--- config.mk ---
export PLATFORM = sky130hd
export DESIGN_NAME = gpio_port_register_block
export DESIGN_NICKNAME = d
export VERILOG_FILES = /design/src/rtl/gpio_prb_pkg.sv /design/src/rtl/gpio_port_register_block.sv
export VERILOG_INCLUDE_DIRS = /design/src /design/src/rtl
export SDC_FILE = /design/constraint.sdc
export NUM_CORES = 1
export LEC_CHECK = 0
export ABC_AREA = 0
export BUFFER_PORTS_ARGS = -buffer_cell sky130_fd_sc_hd__buf_2
export CELL_PAD_IN_SITES_DETAIL_PLACEMENT = 1
export CELL_PAD_IN_SITES_GLOBAL_PLACEMENT = 2
export CORE_MARGIN = 2
export CORE_UTILIZATION = 30
export CTS_CLUSTER_DIAMETER = 40
export DETAILED_ROUTE_END_ITERATION = 6
export PLACE_DENSITY_LB_ADDON = 0.1
export SKIP_LAST_GASP = 1
export SYNTH_ARGS = -nofsm -noshare
export SYNTH_HDL_FRONTEND = slang
export SYNTH_SLANG_ARGS = --single-unit
--- constraint.sdc ---
create_clock -name clk -period 6.4 [get_ports clk]
set_input_delay 0.64 -clock clk [delete_from_list [all_inputs] [get_ports clk]]
set_output_delay 0.64 -clock clk [all_outputs]
set_load 0.02 [all_outputs]
--- src/rtl/gpio_port_register_block_defines.svh ---
// Assertion macros shared by the GPIO port register block.
`ifndef GPIO_PORT_REGISTER_BLOCK_DEFINES_SVH
`define GPIO_PORT_REGISTER_BLOCK_DEFINES_SVH

// Same-cycle implication, checked outside reset.
`define GPRB_ASSERT_NOW(label, clk, rst_n, ante, cons) \
    label: assert property (@(posedge clk) disable iff (!rst_n) (ante) |-> (cons)) \
        else $error("GPIO port register block check failed");

// Next-cycle implication, checked outside reset.
`define GPRB_ASSERT_NEXT(label, clk, rst_n, ante, cons) \
    label: assert property (@(posedge clk) disable iff (!rst_n) (ante) |=> (cons)) \
        else $error("GPIO port register block check failed");

`endif

--- src/rtl/gpio_prb_pkg.sv ---
package gpio_prb_pkg;

    localparam int NUM_PINS = 16;

    localparam logic [15:0] PRESENT_MASK = 16'((32'h1 << NUM_PINS) - 32'h1);
    localparam logic [31:0] MODE_RESET   = 32'((64'h1 << (2 * NUM_PINS)) - 64'h1);

    localparam logic [1:0] CMD_READ   = 2'd0;
    localparam logic [1:0] CMD_WRITE  = 2'd1;
    localparam logic [1:0] CMD_PIN    = 2'd2;
    localparam logic [1:0] CMD_RESET  = 2'd3;

    localparam logic [1:0] MODE_OUTPUT = 2'b01;

    localparam logic [9:0] ADDR_MODE   = 10'h000;
    localparam logic [9:0] ADDR_OTYPE  = 10'h004;
    localparam logic [9:0] ADDR_SPEED  = 10'h008;
    localparam logic [9:0] ADDR_PULL   = 10'h00c;
    localparam logic [9:0] ADDR_IDR    = 10'h010;
    localparam logic [9:0] ADDR_ODR    = 10'h014;
    localparam logic [9:0] ADDR_BSRR   = 10'h018;
    localparam logic [9:0] ADDR_AFL    = 10'h020;
    localparam logic [9:0] ADDR_AFH    = 10'h024;
    localparam logic [9:0] ADDR_BRR    = 10'h028;

    typedef struct packed {
        logic [1:0]  cmd;
        logic [9:0]  addr;
        logic [31:0] wdata;
        logic [3:0]  pin;
        logic        level;
    } gpio_prb_req_t;

    typedef struct packed {
        logic [31:0] rdata;
        logic [15:0] driven_levels;
        logic [15:0] rise_mask;
        logic [15:0] fall_mask;
    } gpio_prb_rsp_t;

endpackage

--- src/rtl/gpio_port_register_block.sv ---
// GPIO port register block.
// Request channel (req_valid, req_ready, req): each item is a bus read, a bus
// write, a pin input change or a pulse on the port's reset line.
// Response channel (rsp_valid, rsp_ready, rsp): exactly one item per request,
// in order, carrying read data, the driven pin levels and rise and fall masks.
// An accepted request is held in an input stage register; when the output
// register can advance, the register file is read and updated and the response
// is captured in the output register, from which it is offered on rsp.
// One request is accepted per cycle when the receiver keeps rsp_ready high.
// When the receiver stalls, the output register holds its item and the input
// stage can still take one more request; after that req_ready drops until the
// output register drains.
// After rst_n is released every pin mode reads as all ones, all other
// registers, input levels and driven levels are zero, and both stages are
// empty. A reset-line item with level high restores the registers but keeps
// the input levels, then re-evaluates the driven levels.
`include "gpio_port_register_block_defines.svh"

module gpio_port_register_block (
    input  logic                       clk,
    input  logic                       rst_n,
    input  logic                       req_valid,
    output logic                       req_ready,
    input  gpio_prb_pkg::gpio_prb_req_t req,
    output logic                       rsp_valid,
    input  logic                       rsp_ready,
    output gpio_prb_pkg::gpio_prb_rsp_t rsp
);
    import gpio_prb_pkg::*;

    logic          stage_valid_reg;
    gpio_prb_req_t stage_reg;
    logic          out_valid_reg;
    gpio_prb_rsp_t out_reg;

    logic [31:0] pin_modes_reg,     pin_modes_next;
    logic [31:0] output_types_reg,  output_types_next;
    logic [31:0] output_speeds_reg, output_speeds_next;
    logic [31:0] pull_settings_reg, pull_settings_next;
    logic [15:0] input_levels_reg,  input_levels_next;
    logic [31:0] output_data_reg,   output_data_next;
    logic [31:0] alt_func_low_reg,  alt_func_low_next;
    logic [31:0] alt_func_high_reg, alt_func_high_next;
    logic [15:0] driven_state_reg,  driven_state_next;

    logic          advance;
    logic          commit;
    logic          update;
    logic [15:0]   driven_eval;
    gpio_prb_rsp_t rsp_next;

    assign advance   = !out_valid_reg || rsp_ready;
    assign commit    = stage_valid_reg && advance;
    assign req_ready = !stage_valid_reg || advance;
    assign rsp_valid = out_valid_reg;
    assign rsp       = out_reg;

    always_comb
    begin
        pin_modes_next     = pin_modes_reg;
        output_types_next  = output_types_reg;
        output_speeds_next = output_speeds_reg;
        pull_settings_next = pull_settings_reg;
        input_levels_next  = input_levels_reg;
        output_data_next   = output_data_reg;
        alt_func_low_next  = alt_func_low_reg;
        alt_func_high_next = alt_func_high_reg;
        update             = 1'b0;
        rsp_next.rdata     = 32'h0;

        case (stage_reg.cmd)
            CMD_READ:
            begin
                case (stage_reg.addr)
                    ADDR_MODE:  rsp_next.rdata = pin_modes_reg;
                    ADDR_OTYPE: rsp_next.rdata = output_types_reg;
                    ADDR_SPEED: rsp_next.rdata = output_speeds_reg;
                    ADDR_PULL:  rsp_next.rdata = pull_settings_reg;
                    ADDR_IDR:   rsp_next.rdata = 32'(input_levels_reg);
                    ADDR_ODR:   rsp_next.rdata = output_data_reg;
                    ADDR_AFL:   rsp_next.rdata = alt_func_low_reg;
                    ADDR_AFH:   rsp_next.rdata = alt_func_high_reg;
                    default:    rsp_next.rdata = 32'h0;
                endcase
            end
            CMD_WRITE:
            begin
                case (stage_reg.addr)
                    ADDR_MODE:
                    begin
                        pin_modes_next = stage_reg.wdata;
                        update         = 1'b1;
                    end
                    ADDR_OTYPE: output_types_next  = stage_reg.wdata;
                    ADDR_SPEED: output_speeds_next = stage_reg.wdata;
                    ADDR_PULL:  pull_settings_next = stage_reg.wdata;
                    ADDR_ODR:
                    begin
                        output_data_next = stage_reg.wdata;
                        update           = 1'b1;
                    end
                    ADDR_BSRR:
                    begin
                        // Set first, then clear, so a clear bit wins.
                        output_data_next = (output_data_reg
                                            | {16'h0, stage_reg.wdata[15:0]})
                                           & ~{16'h0, stage_reg.wdata[31:16]};
                        update           = 1'b1;
                    end
                    ADDR_AFL: alt_func_low_next  = stage_reg.wdata;
                    ADDR_AFH: alt_func_high_next = stage_reg.wdata;
                    ADDR_BRR:
                    begin
                        output_data_next = output_data_reg
                                           & ~{16'h0, stage_reg.wdata[15:0]};
                        update           = 1'b1;
                    end
                    default:
                    begin
                        update = 1'b0;
                    end
                endcase
            end
            CMD_PIN:
            begin
                if (32'(stage_reg.pin) < NUM_PINS)
                begin
                    input_levels_next[stage_reg.pin] = stage_reg.level;
                end
            end
            CMD_RESET:
            begin
                if (stage_reg.level)
                begin
                    pin_modes_next     = MODE_RESET;
                    output_types_next  = 32'h0;
                    output_speeds_next = 32'h0;
                    pull_settings_next = 32'h0;
                    output_data_next   = 32'h0;
                    alt_func_low_next  = 32'h0;
                    alt_func_high_next = 32'h0;
                    update             = 1'b1;
                end
            end
            default:
            begin
                update = 1'b0;
            end
        endcase

        driven_eval = 16'h0;
        for (int i = 0; i < NUM_PINS; i++)
        begin
            if (pin_modes_next[2 * i +: 2] == MODE_OUTPUT)
            begin
                driven_eval[i] = output_data_next[i];
            end
        end
        driven_eval = driven_eval & PRESENT_MASK;

        if (update)
        begin
            driven_state_next  = driven_eval;
            rsp_next.rise_mask = (driven_state_reg ^ driven_eval) & driven_eval;
            rsp_next.fall_mask = (driven_state_reg ^ driven_eval) & ~driven_eval;
        end
        else
        begin
            driven_state_next  = driven_state_reg;
            rsp_next.rise_mask = 16'h0;
            rsp_next.fall_mask = 16'h0;
        end
        rsp_next.driven_levels = driven_state_next;
    end

    always_ff @(posedge clk or negedge rst_n)
    begin
        if (!rst_n)
        begin
            stage_valid_reg   <= 1'b0;
            out_valid_reg     <= 1'b0;
            pin_modes_reg     <= MODE_RESET;
            output_types_reg  <= 32'h0;
            output_speeds_reg <= 32'h0;
            pull_settings_reg <= 32'h0;
            input_levels_reg  <= 16'h0;
            output_data_reg   <= 32'h0;
            alt_func_low_reg  <= 32'h0;
            alt_func_high_reg <= 32'h0;
            driven_state_reg  <= 16'h0;
        end
        else
        begin
            if (req_ready)
            begin
                stage_valid_reg <= req_valid;
            end
            if (advance)
            begin
                out_valid_reg <= stage_valid_reg;
            end
            if (commit)
            begin
                pin_modes_reg     <= pin_modes_next;
                output_types_reg  <= output_types_next;
                output_speeds_reg <= output_speeds_next;
                pull_settings_reg <= pull_settings_next;
                input_levels_reg  <= input_levels_next;
                output_data_reg   <= output_data_next;
                alt_func_low_reg  <= alt_func_low_next;
                alt_func_high_reg <= alt_func_high_next;
                driven_state_reg  <= driven_state_next;
            end
        end
    end

    always_ff @(posedge clk)
    begin
        if (req_ready && req_valid)
        begin
            stage_reg <= req;
        end
        if (commit)
        begin
            out_reg <= rsp_next;
        end
    end

    // A pin cannot rise and fall in the same item.
    `GPRB_ASSERT_NOW(a_rise_fall_disjoint, clk, rst_n, rsp_valid,
        (rsp.rise_mask & rsp.fall_mask) == 16'h0)
    // A rising pin must be driven high after the item.
    `GPRB_ASSERT_NOW(a_rise_is_driven, clk, rst_n, rsp_valid,
        (rsp.rise_mask & ~rsp.driven_levels) == 16'h0)
    // Reads never change the driven levels.
    `GPRB_ASSERT_NEXT(a_read_keeps_driven, clk, rst_n,
        commit && (stage_reg.cmd == CMD_READ),
        driven_state_reg == $past(driven_state_reg))
    // A stalled item in the input stage is not dropped.
    `GPRB_ASSERT_NEXT(a_stage_holds, clk, rst_n, stage_valid_reg && !advance,
        stage_valid_reg && out_valid_reg)

endmodule

# [Word-level counts from Yosys, hierarchy flattened]
# Cells that the tools add are included.
[totals] latch_bits=0 elab_cells=126 mem_bits_ro=0 ram_bits=0 mem_count=0 reg_bits=387
[op_classes] shift=0 n_mul=0 addsub=0 eq_ne=35 muxes=41 n_div=0 n_reduce_logical=18 bitwise=9 order_cmp=2
[op_table] cell="one-hot mux 32 bit (2 select lines)" n=7
[op_table] cell="2-to-1 mux 32 bit" n=9
[op_table] cell="one-hot mux 32 bit (8 select lines)" n=1
[op_table] cell="one-hot mux 32 bit (3 select lines)" n=1
[op_table] cell="AND 32 bit" n=2
[op_table] cell="inverter 16 -> 32 bit" n=2
[op_table] cell="== test 2 x 1 -> 1 bit, second input constant" n=17
[op_table] cell="AND 16 bit" n=2
[op_table] cell="bitwise OR 32 x 16 -> 32 bit" n=1
[op_table] cell="== test 10 x 5 -> 1 bit, second input constant" n=3
[op_table] cell="== test 10 x 6 -> 1 bit, second input constant" n=3
[op_table] cell="AND reduction 4 bit" n=6
[op_table] cell="== test 10 x 4 -> 1 bit, second input constant" n=2
[op_table] cell="2-to-1 mux 1 bit" n=19
[op_table] cell="bitwise mux 16 bit" n=1
[op_table] cell="2-to-1 mux 16 bit" n=1
[op_table] cell="inverter 16 bit" n=1
[op_table] cell="bitwise XOR 16 bit" n=1
[op_table] cell="== test 10 x 3 -> 1 bit, second input constant" n=1
[op_table] cell="zero test 10 bit" n=1
[op_table] cell="!= test 2 x 1 -> 1 bit, second input constant" n=5
[op_table] cell="< comparator 4 x 5 -> 1 bit, second input constant" n=1
[op_table] cell="demux 1 bit (select 4 bit)" n=1
[op_table] cell="== test 2 bit, second input constant" n=2
[op_table] cell="other kinds (11)" n=15

# [Longest topological paths before layout]
# Gate-level depths: netlist of run 1.
[logic_depth] depth_word=7 depth_mapped=9 mapped_depth_nobuf=6

# [Least setup slack after synthesis of run 1]
# No wires, ideal clock.
[synth_timing] path_type="input port to flip-flop" start="input port rsp_ready" end="register driven_state_reg[9]" slack_ns=2.808 path_stages=6 arrival_ns=3.497 t_required_ns=6.304 path_cell_list="nand2b_1 nand2_1 inv_1 nand2_1 clkbuf_1 o31ai_1"
[synth_between] elab_chain_cells=2
[synth_rtl] element="start: declaration" line="gpio_port_register_block.sv:26" text="input logic rsp_ready,"
[synth_rtl] element="logical OR 1 bit" line="gpio_port_register_block.sv:52" text="assign advance = !out_valid_reg || rsp_ready;"
[synth_rtl] element="logical AND 1 bit" line="gpio_port_register_block.sv:53" text="assign commit = stage_valid_reg && advance;"
[synth_rtl] element="net commit" line="gpio_port_register_block.sv:47" text="logic commit;"
[synth_rtl] element="end signal: assignment" line="gpio_port_register_block.sv:212" text="driven_state_reg <= driven_state_next;"
[synth_rtl] element="end: declaration" line="gpio_port_register_block.sv:44" text="logic [15:0] driven_state_reg, driven_state_next;"
# The timed path passes the listed nets, and every way through them passes these cells.
# A chain may end at the register's enable or synchronous reset.

# [Worst setup path after layout of run 1]
[layout_timing] start="register stage_reg[38] (netlist name)" end="register driven_state_reg[15]"
[layout_between] elab_chain_cells=6 elab_cells_between_ends=14 cone_classes="4 x eq/ne; 8 x mux; 2 x reduce/logical"
[layout_rtl] element="start: declaration" line="gpio_port_register_block.sv:32" text="gpio_prb_req_t stage_reg;"
[layout_rtl] element="start signal: assignment" line="gpio_port_register_block.sv:221" text="stage_reg <= req;"
[layout_rtl] element="zero test 10 bit" line="gpio_port_register_block.sv:88" text="case (stage_reg.addr)"
[layout_rtl] element="2-to-1 mux 32 bit" line="gpio_port_register_block.sv:88"
[layout_rtl] element="one-hot mux 32 bit (2 select lines)" line="gpio_port_register_block.sv:71" text="case (stage_reg.cmd)"
[layout_rtl] element="== test 2 x 1 -> 1 bit" line="gpio_port_register_block.sv:154" text="if (pin_modes_next[2 * i +: 2] == MODE_OUTPUT)"
[layout_rtl] element="2-to-1 mux 1 bit" line="gpio_port_register_block.sv:154"
[layout_rtl] element="2-to-1 mux 16 bit *" line="gpio_port_register_block.sv:161" text="if (update)"
# Mark *: on every way between the ends. The rest lies on a longest branch, timed or not.

==> impl_metrics.tcl, run 1 <==
set metrics [dict create \
    intPower_mw 6.01 \
    grt_overflow 0 \
    clockPowerShare 0.517 \
    die-area_um2 59500 \
    die_x_um 244 \
    cts-root-buf "clkbuf_16" \
    cts_buffers 78 \
    worst_ep_arrival_time_ns 4.39 \
    h-tree-depth 3 \
    grt_pass1_vias 14300 \
    core_um2 56700 \
    final_cells 2468 \
    status "completed" \
    min_period_ns 3.88 \
    via_per_inst 5.47 \
    path_clk_slew_ns 0.05 \
    p_leak_nw 8.52 \
    hold_viol_final 0 \
    crit_fanout 34 \
    path_class "reg2reg" \
    synth_cell_types 60 \
    grt_usage 0.230 \
    relSlewSlack 0.215 \
    num_rows 87 \
    die_height_um 244 \
    synth_nets 1579 \
    crit_top_cell "buf_4" \
    rsz0062_at_grt "false" \
    synth-edff-count 129 \
    drt_iter0_markers 1091 \
    max-cap-violations 0 \
    finalWirelength_um 68000 \
    placedCellCount 2321 \
    yosys_most_used_dff "dfrtp_1" \
    max_freq_ghz 0.257 \
    drive_gt1_frac 0.265 \
    hold_path.class "in2reg" \
    finalPower_mw 8.18 \
    post-route-period-util 0.607 \
    antenna_left 0 \
    num_antenna_cells 0 \
    power_switching_mw 2.17 \
    ff2ff_path_depth 7 \
    clkSinkCount 387 \
    synth.ff_latch_count 387 \
    syn_area_per_cell_um2 11.3 \
    syn_inst 1526 \
    grt_pass1_wl_um 100000 \
    clock_latency_ns 0.62 \
    gp_congestion 0.845 \
    fin_tns_setup_ns 0 \
    end_kind "flop" \
    finalNetCount 1699 \
    max_slew.worst_pin.slew_ns 1.17 \
    via_count 13500 \
    initial_core_util 0.305 \
    netSwitchingFraction 0.266 \
    synth-warning-count 0 \
    hpwl_um 43600 \
    fin_util 0.380 \
    ir_drop_mv 0.211 \
    drc 0 \
    cp-start-kind "flop" \
    clockBufferDepth 3 \
    crit_required_ns 6.91 \
    seqPwrFrac 0.398 \
    skew_ns 0.0220 \
    area_growth_pct 24.8 \
    setup_viol 0 \
    syn_area_um2 17300 \
    worst_path_largest_cell_delay_ns 0.68 \
    wire_per_inst_um 27.6 \
    pwr-share-comb 0.086 \
    io_buffer_count 134 \
    cts_resized 0 \
    cts_tree "done" \
    critPathSlowestCell "a211o_1" \
    yosysSeqAreaShare 0.600 \
    powerDensity_nw_per_um2 379 \
    holdPathStages 1 \
    largest_reg_flops 80 \
    grt_max_degree 147 \
    first_pass_iters 6 \
    synthArstFlopShare 0.667 \
    pin_count 135 \
    maxSlewViolCount 0 \
    antenna_found_initial 1 \
    path_cells "or4_1, buf_4, a2111oi_4, buf_4, a211o_1, nand2_1, o31ai_1" \
]
-- cell families after synthesis --
kind of cell | after synthesis | synth area share
xor gates and xnor gates | 1 | 0.000507
DFF | 387 | 0.600
and+or+nand+nor | 405 | 0.109
muxes | 91 | 0.0589
buffers and inverters | 139 | 0.0314
AOI/OAI and AO/OA | 503 | 0.200
-- path summary, 6_finish.rpt --
kind	startpoint	end	slack, ns
max	stage_reg[38]	driven_state_reg[15]	2.52
min	req[13]	stage_reg[13]	0.19
max reg2reg	stage_reg[38]	driven_state_reg[15]	2.52
min reg2reg	alt_func_low_reg[0]	alt_func_low_reg[0]	0.48
max in group asynchronous	rst_n	output_types_reg[25]	4.45
min in group asynchronous	rst_n	input_levels_reg[10]	0.50
-- per-stage QoR --
stage          hold WS (ns)  instance area [µm²]  setup slack, ns
6_report              0.194                21600             2.52
5_1_grt               0.164                21600             2.24
3_5_place_dp          0.468                18800             2.55
4_1_cts               0.156                21600             2.52
3_3_place_gp          0.459                18800             2.64
2_1_floorplan         0.344                17300             2.81
-- cell type report --
class,count,area [µm²]
multi-input combinational,1000,6490
timing repair buffer,173,1000
tap,756,946
clock inverter,53,642
clock buffer,93,2090
fill,6121,35100
inverter,6,25.0
sequential,387,10400
-- layout by cell type (no fill, tap or decap), types with 6 or more instances in the layout --
cell type / synthesis / layout
o22ai_1: 10 / 10
o211a_1: 13 / 13
nor4_1: 21 / 20
clkinv_2: 0 / 10
dfrtp_1: 226 / 226
a21oi_1: 28 / 27
o221ai_1: 7 / 7
buf_2: 15 / 133
clkbuf_1: 113 / 8
edfxtp_1: 129 / 129
a222oi_1: 31 / 31
o22a_1: 26 / 26
nand3_1: 7 / 7
clkbuf_8: 0 / 6
o21a_1: 12 / 12
buf_4: 0 / 36
clkbuf_16: 0 / 79
and2_1: 31 / 30
nand2b_1: 13 / 13
nor3_1: 19 / 15
nor2_1: 44 / 38
clkinv_4: 0 / 10
a211o_1: 15 / 15
bufinv_16: 0 / 10
dfstp_2: 32 / 32
a31oi_1: 32 / 32
nor2b_1: 8 / 8
o21ai_0: 174 / 174
nand2_1: 226 / 225
a211oi_1: 7 / 6
a22o_1: 13 / 13
mux2_2: 86 / 86
o31ai_1: 29 / 29
a22oi_1: 77 / 77
clkinvlp_4: 0 / 9
-- cell usage after synthesis (3+ instances only) --
library cell  number  share of area
a211o_1           15         0.0076
a211oi_1           7         0.0030
a21o_1             3         0.0013
a21oi_1           28         0.0081
a222oi_1          31          0.018
a22o_1            13         0.0066
a22oi_1           77          0.033
a31oi_1           32          0.012
a32oi_1            4         0.0020
and2_1            31          0.011
and3_1             5         0.0018
buf_1              4        0.00087
buf_2             15         0.0043
clkbuf_1         113          0.025
dfrtp_1          226           0.33
dfstp_2           32          0.049
edfxtp_1         129           0.22
inv_1              6         0.0013
mux2_2            86          0.056
mux2i_1            5         0.0029
nand2_1          226          0.049
nand2b_1          13         0.0047
nand3_1            7         0.0020
nand3b_1           5         0.0022
nand4_1            4         0.0014
nor2_1            44         0.0096
nor2b_1            8         0.0029
nor3_1            19         0.0055
nor4_1            21         0.0076
nor4b_1            3         0.0015
o2111ai_1          3         0.0015
o211a_1           13         0.0075
o211ai_1           3         0.0013
o21a_1            12         0.0052
o21ai_0          174          0.050
o21bai_1           3         0.0013
o221ai_1           7         0.0035
o22a_1            26          0.013
o22ai_1           10         0.0036
o2bb2ai_1          3         0.0015
o31ai_1           29          0.013
o41ai_1            3         0.0015
or2_2              3         0.0011
or3_1              3         0.0011
or4_1              4         0.0017
-- timing repair --
item	4_1_cts	5_1_grt
buffers inserted	0	0
hold buffers	1	0
endpoints found under the hold margin	35	0
-- metal layers --
| layer | GRT usage | wire length, µm | up-vias | part of all wire |
|---|---|---|---|---|
| met3 | 0.0414 | 3260 | 115 | 0.048 |
| met5 | 0 | 0 | - | 0 |
| met4 | 0.0717 | 1880 | 0 | 0.028 |
| li1 | - | - | 6012 | - |
| met2 | 0.373 | 32100 | 385 | 0.47 |
| met1 | 0.313 | 30800 | 6977 | 0.45 |
-- worst max-delay path, delay by kind of cell (launching register included) --
kind | cells | cell delay [ns]
flops | 1 | 0.39
buf+inv | 2 | 0.70
compound gates | 3 | 1.45
simple gates | 2 | 1.19
-- power by group through the flow --
| stage | combinational [mW] | clock (mW) | sequential [mW] |
|---|---|---|---|
| after detailed placement | 0.713 | 0 | 3.29 |
| final | 0.700 | 4.23 | 3.25 |
| after global routing | 0.783 | 4.43 | 3.30 |
| after CTS | 0.716 | 4.31 | 3.26 |
| after global placement | 0.688 | 0 | 3.28 |
| after floorplan | 0.437 | 0 | 3.19 |
No activity file was read; power rests on OpenSTA's default activity.
==> run 2: changes to the inputs <==
==> constraint.sdc (replaced) <==
create_clock -name clk -period 3.9 [get_ports clk]
set_input_delay 0.39 -clock clk [delete_from_list [all_inputs] [get_ports clk]]
set_output_delay 0.39 -clock clk [all_outputs]
set_load 0.02 [all_outputs]
==> impl_metrics.tcl, run 2 (synthesized netlist as in run 1, its figures left out) <==
set metrics [dict create \
    status "complete, but fails checks" \
    violations "design-rule violations" \
    critPathTopFamily "simple AND/OR/NAND/NOR gates" \
    end_kind "flop" \
    finalNetCount 1764 \
    holdPathStages 1 \
    skew_ns 0.0195 \
    area_growth_pct 27.7 \
    initial_core_util 0.305 \
    finalWirelength_um 69800 \
    clockBufferDepth 3 \
    worstHoldStart "req[44]" \
    die_x_um 244 \
    mostFrequentLayoutCells "dfrtp_1 (226), nand2_1 (225), o21ai_0 (174)" \
    powerDensity_nw_per_um2 600 \
    crit_required_ns 4.23 \
    ctsHoldBuffers 50 \
    worst_ep_arrival_time_ns 3.54 \
    cp-start-kind "flop" \
    dpl-instance-area_um2 19000 \
    worst_path_largest_cell_delay_ns 0.86 \
    num_rows 87 \
    h-tree-depth 3 \
    drive_gt1_frac 0.258 \
    drt_iter0_markers 1145 \
    die_height_um 244 \
    fin_util 0.389 \
    grt_pass1_vias 14400 \
    core_um2 56700 \
    rsz0062_at_grt "false" \
    setup_viol 0 \
    drc 1 \
    clockPowerShare 0.504 \
    hold_viol_final 0 \
    maxSlewViolCount 0 \
    max_slew.worst_pin.slew_ns 1.31 \
    cts_buffers 78 \
    rrSetupSlack_ns 0.69 \
    min_to "stage_reg[44]" \
    ir_drop_mv 0.301 \
    critPathSlowestCell "or4_1" \
    gr-usage-met1 0.328 \
    pin_count 135 \
    antenna_found_initial 2 \
    p_leak_nw 8.75 \
    max_freq_ghz 0.311 \
    cts_resized 0 \
    max-cap-violations 0 \
    netSwitchingFraction 0.266 \
    path_cells "or4_1, nor4_4, buf_4, nor3_1, o22ai_1, o31ai_1" \
    stdcell_area_um2 22100 \
    path_class "reg2reg" \
    die-area_um2 59500 \
    cts_setup_buffers 0 \
    post-route-period-util 0.824 \
    cts_tree "done" \
    clkSinkCount 387 \
    hpwl_um 45700 \
    crit_buf_inv 1 \
    reg2reg_to "rsp[37]" \
    final_common_cell "dfrtp_1" \
    power_switching_mw 3.52 \
    via_per_inst 5.48 \
    pwr-share-comb 0.090 \
    grt_overflow 0 \
    via_count 13900 \
    top_usage_layer "met2" \
    intPower_mw 9.72 \
    path_clk_slew_ns 0.05 \
    grt_usage 0.235 \
    grt_pass1_wl_um 102000 \
    ff2ff_path_depth 6 \
    hold_path.class "in2reg" \
    gp_congestion 0.879 \
    largest_reg_flops 80 \
    grt_max_degree 97 \
    seqPwrFrac 0.406 \
    relSlewSlack 0.128 \
    num_antenna_cells 0 \
    use_met2 0.369 \
    fin_hold_ws_ns 0.0195 \
    rr_startpoint "stage_reg[42]" \
    clock_latency_ns 0.62 \
    crit_fanout 17 \
    finalPower_mw 13.2 \
    cts-root-buf "clkbuf_16" \
    grt_use_met3 0.0439 \
    io_buffer_count 134 \
    antenna_left 0 \
    fin_tns_setup_ns 0 \
    wire_per_inst_um 27.6 \
    first_pass_iters 7 \
    min_period_ns 3.21 \
]
-- run 2: area by class of cell --
class	count	area, µm²
tap	756	946
clock inverter	40	430
multi-input combinational	1000	6460
clock buffer	105	2190
fill	6089	34600
timing repair buffer	238	1650
sequential	387	10400
inverter	6	25.0
-- run 2: power by group through the flow --
stage	registers, mW	logic (mW)	clock network (mW)
final	5.38	1.19	6.67
after global routing	5.45	1.33	6.98
after CTS	5.38	1.21	6.80
after detailed placement	5.44	1.17	0
after global placement	5.43	1.13	0
after floorplan	5.24	0.718	0
-- run 2: per-stage QoR --
step / setup WS [ns] / cells
global placement: 0.779 / 2337
global route: 0.490 / 2532
detailed placement: 0.707 / 2337
CTS: 0.702 / 2532
floorplan: 0.487 / 1526
finish: 0.687 / 2532
-- run 2: worst max-delay path by stage --
stage	start	to	slack, ns	depth (start not counted)
after floorplan	rsp_valid	driven_state_reg[9]	0.49	6
after global placement	stage_reg[42]	rsp[44]	0.78	6
after detailed placement	stage_reg[42]	rsp[44]	0.71	6
after CTS	stage_reg[42]	rsp[44]	0.70	6
after global routing	stage_reg[37]	rsp[46]	0.49	7
final	stage_reg[42]	rsp[37]	0.69	6
-- run 2: layer usage --
metal | vias to the layer above | wire (µm)
li1 | 6155 | -
met1 | 7196 | 31900
met2 | 414 | 32200
met3 | 122 | 3640
met4 | 0 | 2060
met5 | - | 0
